## config.mk

```make
export PLATFORM = sky130hd
export DESIGN_NAME = sibrl_ctrl
export DESIGN_NICKNAME = d
export VERILOG_FILES = /design/src/rtl/sibrl_pkg.sv /design/src/rtl/sibrl_ctrl.sv
export SDC_FILE = /design/constraint.sdc
export NUM_CORES = 1
export LEC_CHECK = 0
export BUFFER_PORTS_ARGS = -buffer_cell sky130_fd_sc_hd__buf_2
export CORE_AREA = 2 2 39 41
export CTS_CLUSTER_DIAMETER = 120
export DETAILED_ROUTE_END_ITERATION = 10
export DIE_AREA = 0 0 41 43
export MAX_ROUTING_LAYER = met4
export PLACE_DENSITY_LB_ADDON = 0.1
export SLEW_MARGIN = 10
export SYNTH_ARGS = -nofsm -noshare
export SYNTH_HDL_FRONTEND = slang
export SYNTH_SLANG_ARGS = --single-unit
```

## constraint.sdc

```tcl
create_clock -name clk -period 1 [get_ports clk]
set_input_delay 0.15 -clock clk [delete_from_list [all_inputs] [get_ports clk]]
set_output_delay 0.15 -clock clk [all_outputs]
set_load 0.05 [all_outputs]
```

## src/rtl/sibrl_pkg.sv

```systemverilog
// ----------------------------------------------------------------------------
// sibrl_pkg
// Shared types, codes and constants for the source blocklist rate limiter.
// ----------------------------------------------------------------------------
package sibrl_pkg;

	// ethertype and reset limit
	localparam logic [15:0] IPV4_ETHERTYPE = 16'h0800;
	localparam logic [31:0] LIMIT_RESET    = 32'd100000;

	// private ranges: 10/8, 192.168/16, 172.16/12
	localparam logic [31:0] MASK_8   = 32'hFF000000;
	localparam logic [31:0] NET_10   = 32'h0A000000;
	localparam logic [31:0] MASK_16  = 32'hFFFF0000;
	localparam logic [31:0] NET_192  = 32'hC0A80000;
	localparam logic [31:0] MASK_12  = 32'hFFF00000;
	localparam logic [31:0] NET_172  = 32'hAC100000;

	// result cause codes
	typedef enum logic [2:0] {
		CAUSE_NOT_IPV4   = 3'd0,
		CAUSE_BLOCKED    = 3'd1,
		CAUSE_OVER_LIMIT = 3'd2,
		CAUSE_INTERNAL   = 3'd3,
		CAUSE_NORMAL     = 3'd4,
		CAUSE_TABLE_FULL = 3'd5
	} cause_t;

	// which result the datapath builds on finish
	typedef enum logic [1:0] {
		FIN_BYPASS,
		FIN_CREATE,
		FIN_UPDATE
	} fin_sel_t;

	// controller to datapath
	typedef struct packed {
		logic     load;
		logic     scan_first;
		logic     scan_next;
		logic     rec_read;
		logic     finish;
		fin_sel_t fin_sel;
		cause_t   bypass_cause;
	} cmd_t;

	// datapath to controller
	typedef struct packed {
		logic in_ipv4;
		logic table_empty;
		logic table_full;
		logic match;
		logic scan_last;
	} sts_t;

	function automatic logic is_private(input logic [31:0] a);
		return ((a & MASK_8) == NET_10) || ((a & MASK_16) == NET_192) ||
			((a & MASK_12) == NET_172);
	endfunction

endpackage

```

## src/rtl/sibrl_ctrl.sv

```systemverilog
// ----------------------------------------------------------------------------
// sibrl_ctrl
// Controller: sequences capture, table scan, record fetch and write-back.
// ----------------------------------------------------------------------------
module sibrl_ctrl import sibrl_pkg::*; (
	input  logic clk,
	input  logic arst_n,
	input  logic start,
	output logic busy,
	input  sts_t sts,
	output cmd_t cmd
);

	typedef enum logic [1:0] {
		ST_IDLE,
		ST_SCAN,
		ST_UPDATE,
		ST_CREATE
	} state_t;

	state_t state_q, state_d;
	logic   busy_q;

	// next state and commands
	always_comb begin
		state_d          = state_q;
		cmd              = '0;
		cmd.fin_sel      = FIN_BYPASS;
		cmd.bypass_cause = CAUSE_NOT_IPV4;
		case (state_q)
			ST_IDLE: begin
				if (start) begin
					cmd.load = 1'b1;
					if (!sts.in_ipv4) begin
						cmd.finish = 1'b1;
					end else if (sts.table_empty) begin
						state_d = ST_CREATE;
					end else begin
						cmd.scan_first = 1'b1;
						state_d = ST_SCAN;
					end
				end
			end
			ST_SCAN: begin
				if (sts.match) begin
					cmd.rec_read = 1'b1;
					state_d = ST_UPDATE;
				end else if (sts.scan_last) begin
					state_d = ST_CREATE;
				end else begin
					cmd.scan_next = 1'b1;
				end
			end
			ST_UPDATE: begin
				cmd.finish  = 1'b1;
				cmd.fin_sel = FIN_UPDATE;
				state_d = ST_IDLE;
			end
			ST_CREATE: begin
				cmd.finish = 1'b1;
				if (sts.table_full) begin
					cmd.bypass_cause = CAUSE_TABLE_FULL;
				end else begin
					cmd.fin_sel = FIN_CREATE;
				end
				state_d = ST_IDLE;
			end
			default: begin
				state_d = ST_IDLE;
			end
		endcase
	end

	// state and busy
	always_ff @(posedge clk or negedge arst_n) begin
		if (!arst_n) begin
			state_q <= ST_IDLE;
			busy_q  <= 1'b0;
		end else begin
			state_q <= state_d;
			busy_q  <= (state_d != ST_IDLE);
		end
	end

	assign busy = busy_q;

	// checks
	a_busy_state: assert property (@(posedge clk) disable iff (!arst_n)
		busy_q == (state_q != ST_IDLE)) else $error("busy out of step");
	a_one_finish: assert property (@(posedge clk) disable iff (!arst_n)
		state_q == ST_UPDATE || state_q == ST_CREATE |-> cmd.finish)
		else $error("terminal state without result");
	a_scan_from_idle: assert property (@(posedge clk) disable iff (!arst_n)
		cmd.scan_first |-> state_q == ST_IDLE && start) else $error("stray scan");

endmodule
```

; ---- Word level (Yosys, flattened, before mapping)
; Cells that the tools add are included.
[classes]
n_eq_ne = 3
n_mul = 0
n_addsub = 0
n_div = 0
n_bitwise = 0
reduce_logical = 3
shifts = 0
order_cmp = 0
mux = 21
[op_table]
columns = cell, n
row1 = two-way mux 2 bit, 8
row2 = two-way mux 1 bit, 8
row3 = two-way mux 3 bit, 2
row4 = one-hot mux 2 bit (3 select lines), 1
row5 = == test 2 bit (second input constant), 2
row6 = one-hot mux 2 bit (2 select lines), 1
row7 = == test 2 x 1 -> 1 bit (second input constant), 1
row8 = zero test 2 bit, 1
row9 = one-hot mux 1 bit (2 select lines), 1
row10 = nonzero test 2 bit, 1
row11 = OR reduction 2 bit, 1
[totals]
rom_bits = 0
ff_bits = 3
mem_bits_rw = 0
out_inout_bits = 11
inputBits = 8
latchBits = 0
n_memories = 0
wordCells = 29

; ---- Depth between registers and ports, before layout
; Gate-level depths: netlist (run 1).
[logic_depth]
word_depth = 5
depth_mapped = 2
mapped_depth_nobuf = 2

; ---- Worst setup path after synthesis (run 1)
; OpenSTA, ideal clock, no wires.
[synth_path]
path_kind = reg2out
startpoint = register state_q[1]
endpoint = output port cmd[7] in the netlist's numbering
arrival_ps = 1620
path_buffers = 0
t_required_ps = 850
path_slack_ps = -770
path_stages_with_launch = 3
cell_sequence = dfrtp_1 -> nand2b_4 -> nor3_1
[synth_rtl]
columns = element, line
row1 = from (decl), sibrl_ctrl.sv:21  ; state_t state_q, state_d;
row2 = from (signal assigned), sibrl_ctrl.sv:80  ; state_q <= state_d;
row3 = to (decl), sibrl_ctrl.sv:11  ; output cmd_t cmd

==> results of run 1 <==
[worst max-delay path by stage]
stage / depth (start not counted) / end
global placement: 3 / cmd[8]
detailed placement: 3 / cmd[8]
floorplan: 2 / cmd[7]
CTS: 3 / cmd[8]
finish: 3 / cmd[8]
global route: 3 / cmd[8]
[power by group]
group          switching [mW]  internal (mW)  total [mW]  leakage, nW
registers              0.0138          0.149       0.163       0.0359
logic                   0.306          0.238       0.544        0.198
clock network          0.0606          0.149       0.210       0.0150
total                   0.380          0.536       0.916        0.249
[critical path, cell delays in order (launching register included)]
cell and delay, ps:
dfrtp_2 400, nand4bb_4 250, nor2_4 110, buf_8 150
[registers in the layout, indices dropped and copies added, names as in the netlist]
name     flops
state_q      2
busy         1
[timing repair]
| item | CTS | global route |
|---|---|---|
| cloned | 0 | 0 |
| hold endpoints to repair | 3 | 0 |
| hold buffers | 1 | 0 |
| pin swaps | 3 | 0 |
| resized for setup | 22 | 3 |
| buffers inserted | 2 | 0 |
| setup endpoints to repair | 10 | 12 |
[cells in the mapped netlist (all sizes together)]
| cell type | count |
|---|---|
| dfrtp | 3 |
| o21ai | 1 |
| o21bai | 1 |
| conb | 1 |
| nor2b | 1 |
| nor2 | 5 |
| nand4bb | 1 |
| buf | 2 |
| and3 | 1 |
| inv | 2 |
| nand2 | 2 |
| o22ai | 1 |
| nand2b | 2 |
| nor3 | 1 |
[area by class of cell]
| class | instances | area (um^2) |
|---|---|---|
| multi-input cells | 17 | 190 |
| inverters | 2 | 7.51 |
| fillers | 154 | 843 |
| flip-flops and latches | 3 | 77.6 |
| repair buffers | 24 | 219 |
| well taps | 16 | 20.0 |
| clock buffers | 4 | 26.3 |
[per-stage QoR]
step / instances / area (um^2)
after global placement: 59 / 408
after detailed placement: 59 / 408
after floorplan: 24 / 295
final: 66 / 541
after CTS: 66 / 529
after global routing: 66 / 541
[per-layer routing]
metal,wire length (um),share of wire,GRT usage
met3,49,0.086,0
met1,175,0.31,0.0817
met4,14,0.024,0.120
met2,332,0.58,0.113
met5,0,0,-
[layout by cell type (no fill, tap or decap)]
cell and n:
buf_6 9, buf_2 8, nor2_4 4, clkbuf_4 3
buf_8 3, buf_4 3, inv_1 2, nand2b_4 2
dfrtp_2 2, nand4bb_4 1, nor2_1 1, o22ai_2 1
nor2b_2 1, nand2_2 1, o21bai_4 1, o21ai_0 1
nand2_1 1, nor3_4 1, and3_4 1, conb_1 1
dfrtp_1 1, clkbuf_1 1, dlygate4sd3_1 1
[cells by family (layout without fill, tap and decap cells)]
group | after synthesis | after routing | share of synthesized area
simple gates | 13 | 13 | 0.420
buf+inv | 4 | 30 | 0.103
compound gates | 3 | 3 | 0.115
flops | 3 | 3 | 0.345
other cells | 1 | 1 | 0.0172
==> metrics.md, run 1 <==
| Metric | Value |
|---|---|
| Sink Count | `3` |
| Core area | `1380 um^2` |
| Outcome | `complete, but fails checks` |
| DR iter-0 viols | `1` |
| Worst-path clk slew | `about 40 ps` |
| Clk_lat worst skew | `roughly 230 ps` |
| Htree depth | `1` |
| Worst r2r src | `state_q[1]` |
| Area leader, netlist | `dfrtp_1` |
| Slew Limit Fails | `0` |
| Vias in the first global route | `244` |
| Row count | `14` |
| Setup ws final | `-293 ps` |
| Worst hold path endpoint | `state_q[0]` |
| Total power draw | `0.916 mW` |
| DP HPWL | `481 um` |
| Max FO, Critical Path | `3` |
| R2R Setup Slk | `-220 ps` |
| Die Footprint | `1760 um^2` |
| Yosys reg bits | `3` |
| Min Tclk post-route | `about 1300 ps` |
| Drt pass-1 iters | `2` |
| Critical path arrival | `1140 ps` |
| Crit. Startpoint | `state_q[1]` |
| Pwr per Cell Area | `between 1500 and 2000 nW/um^2` |
| Crit path launch type | `flip-flop` |
| Die X-Extent | `~41 um` |
| First-pass GRT wire length | `862 um` |
| Final setup fails | `12` |
| Hold Crit Depth | `2` |
| Syn Std Cell Area | `218 um^2` |
| Routed wire length | `572 um` |
| Gp weighted congestion | `0.594` |
| Maximum clock path buffer count | `2` |
| Fin crit share | `1.29` |
| Final Net Count | `around 60` |
| Seq/Total Area, Yosys | `0.345` |
| Unrepaired setup endpoints after global routing | `true` |
| Largest net degree at the start of global routing | `6` |
| Main area contributors after synthesis | `dfrtp_1, nand4bb_4, nor2_1` |
| Diode count | `0` |
| MaxCap Viol Count | `0` |
| Via density | `3.85` |
| Share of the synthesized area in the top cell type | `0.345` |
| Initial antenna violation count | `0` |
| Maximum clock rate | `roughly 770 MHz` |
| Worst reg2reg endpoint | `state_q[1]` |
| Total leakage power | `0.249 nW` |
| Maximum VDD drop | `0.000646 V` |
| Distinct cells, synth | `15` |
| Cell count after synthesis | `24` |
| Failing checks | `setup timing` |
| Initial Util | `0.157` |
| Hold Crit Class | `in2reg` |
| Root Buffer Master | `clkbuf_4` |
| Layout area overhead | `148%` |
| Die height | `about 43 um` |
| Detailed-route wire length per cell | `8.67 um` |
| Syn Nets | `32` |
| Gr usage total | `0.0817` |
| Synth Area per Inst | `9.07 um^2` |
| Accumulated negative setup slack | `-2670 ps` |
| DR vias | `254` |
| Final cell utilization of the core | `0.391` |
| Clock skew | `1.45 ps` |
| CTS Buf Count | `3` |
| CP Capture Type | `output port` |
| Dpl ws | `-159 ps` |
| Post-route DRC | `0` |
| Hold Fails Final Rpt | `0` |
| Min-delay src | `sts[1]` |
| Hold_ws | `183 ps` |
| Ratio of cells with drive above 1 in the final layout | `0.820` |
| I/O pin cnt | `19` |
| Critical Path RT | `850 ps` |
| Global route total overflow | `0` |
| Buffers on Ports | `17` |
| CTS tree | `yes` |
| Synthesis warning total | `0` |
| Worst reg2reg path depth | `5` |
| Crit Path Class | `reg2out` |
| Routed Antenna Nets | `0` |
(Power assumes the default switching activity.)
==> inputs of run 2 (changes only) <==
Settings changed: PLACE_DENSITY_LB_ADDON 0.1 to not set.
==> metrics.md, run 2 (same netlist as run 1, synthesis figures left out) <==
| Metric | Value |
|---|---|
| Outcome | `complete, but fails checks` |
| Failing checks | `setup timing` |
| Hold Crit Depth | `2` |
| Hold Fails Final Rpt | `0` |
| Worst r2r src | `state_q[1]` |
| Sw frac | `0.422` |
| DR vias | `265` |
| Crit. Startpoint | `state_q[1]` |
| Die X-Extent | `41 um` |
| Filler cells | `144` |
| R2R Setup Slk | `-120 ps` |
| CP Capture Type | `output port` |
| Initial Util | `0.157` |
| Via density | `between 4 and 5` |
| Gr usage total | `0.0858` |
| Reg with most FFs | `state_q` |
| Worst hold path endpoint | `state_q[0]` |
| Largest net degree at the start of global routing | `6` |
| Routed Antenna Nets | `0` |
| Slew Limit Fails | `0` |
| Placed cells | `59` |
| Sink Count | `3` |
| Worst path max stage delay | `around 400 ps` |
| Global route total overflow | `0` |
| Worst-path clk slew | `40 ps` |
| Maximum clock rate | `786 MHz` |
| Min-delay src | `sts[1]` |
| First-pass GRT wire length | `about 850 um` |
| Layout area overhead | `143%` |
| CTS Buf Count | `3` |
| Critical Path RT | `between 800 and 900 ps` |
| I/O pin cnt | `19` |
| CTS tree | `yes` |
| Commonest cells after routing, fill and taps aside | `buf_6, buf_2, nor2_4, clkbuf_4, buf_4` |
| Clk_lat worst skew | `230 ps` |
| Cell Chain, Critical Path | `nand4bb_4 -> nor2_4 -> buf_6` |
| Detailed-route wire length per cell | `9.22 um` |
| Area of the multi-input gates | `194 um^2` |
| Clock power frac | `0.231` |
| Crit path buf inv count | `1` |
| Dpl ws | `-157 ps` |
| Critical path arrival | `1120 ps` |
| Cell-internal power | `about 0.53 mW` |
| Initial antenna violation count | `0` |
| Die height | `between 40 and 50 um` |
| Maximum clock path buffer count | `2` |
| Reg power frac | `0.178` |
| Crit path launch type | `flip-flop` |
| Htree depth | `1` |
| Critical path's top delay family | `flip-flops` |
| Post-route DRC | `0` |
| Hold_ws | `between 150 and 200 ps` |
| Accumulated negative setup slack | `-2330 ps` |
| Final Net Count | `58` |
| Hold Crit Class | `in2reg` |
| Gp weighted congestion | `0.651` |
| Root Buffer Master | `clkbuf_4` |
| Buffers on Ports | `17` |
| Clock skew | `1.64 ps` |
| Comb power frac | `0.590` |
| Min Tclk post-route | `1270 ps` |
| Ratio of cells with drive above 1 in the final layout | `0.837` |
| Vias in the first global route | `231` |
| Worst reg2reg endpoint | `state_q[1]` |
| Unrepaired setup endpoints after global routing | `true` |
| Commonest non-fill, non-tap cell in the layout | `buf_6` |
| Die Footprint | `1760 um^2` |
| Pwr per Cell Area | `1720 nW/um^2` |
| DR iter-0 viols | `1` |
| Crit Path Class | `reg2out` |
| Core area | `roughly 1400 um^2` |
| Row count | `14` |
| Diode count | `0` |
| Final cell utilization of the core | `0.382` |
| Fin crit share | `1.27` |
| Maximum VDD drop | `0.000724 V` |
| Switching pwr | `0.385 mW` |
| Setup ws final | `-272 ps` |
| FF/Latch Area | `about 78 um^2` |
| Max FO, Critical Path | `3` |
| Final setup fails | `12` |
| Final non-filler cell total | `between 60 and 70` |
| Drt pass-1 iters | `4` |
| CP max-delay cell | `dfrtp_2` |
| Worst reg2reg path depth | `4` |
| MaxCap Viol Count | `0` |
| Routed wire length | `599 um` |
| Number of flip-flops under the largest register name | `2` |
| Total leakage power | `0.244 nW` |
run 2: cell types whose count changed in the layout (fill, tap and decap cells not counted), sizes merged:
cell,change
buf,-1
run 2: layout make-up:
| cell class | instances | area share |
|---|---|---|
| clock buffers | 4 | 0.0496 |
| repair buffers | 23 | 0.385 |
| flip-flops and latches | 3 | 0.147 |
| well taps | 16 | 0.0378 |
| inverters | 2 | 0.0142 |
| multi-input cells | 17 | 0.366 |
run 2: worst max path at each step:
stage / endpoint / cells past startpoint / slack [ps]
3_3_place_gp: cmd[8] / 3 / -140
4_1_cts: cmd[8] / 3 / -290
2_1_floorplan: cmd[7] / 2 / -180
5_1_grt: cmd[8] / 3 / -320
6_report: cmd[8] / 3 / -270
3_5_place_dp: cmd[8] / 3 / -160
run 2: metal layers:
layer / GRT usage / part of all wire
met3: 0.0314 / 0.092
met5: - / 0
met2: 0.125 / 0.59
met1: 0.0621 / 0.29
met4: 0.120 / 0.027
run 2: through the flow:
stage	area, um^2	power [mW]
2_1_floorplan	295	0.502
3_3_place_gp	408	0.611
3_5_place_dp	408	0.619
4_1_cts	522	0.915
5_1_grt	529	0.958
6_report	529	0.912
run 2: repair_timing:
item / 4_1_cts / 5_1_grt
setup buffers: 1 / 0
gates resized for setup: 23 / 2
hold buffers: 1 / 0
pin swaps: 4 / 0
endpoints found under the setup margin: 11 / 12
endpoints found under the hold margin: 3 / 0
run 2: power groups by stage:
stage,Sequential [mW],Combinational [mW],Clock [mW]
2_1_floorplan,0.214,0.288,0
4_1_cts,0.164,0.532,0.219
6_report,0.163,0.539,0.211
5_1_grt,0.166,0.570,0.222
3_3_place_gp,0.162,0.449,0
3_5_place_dp,0.164,0.455,0
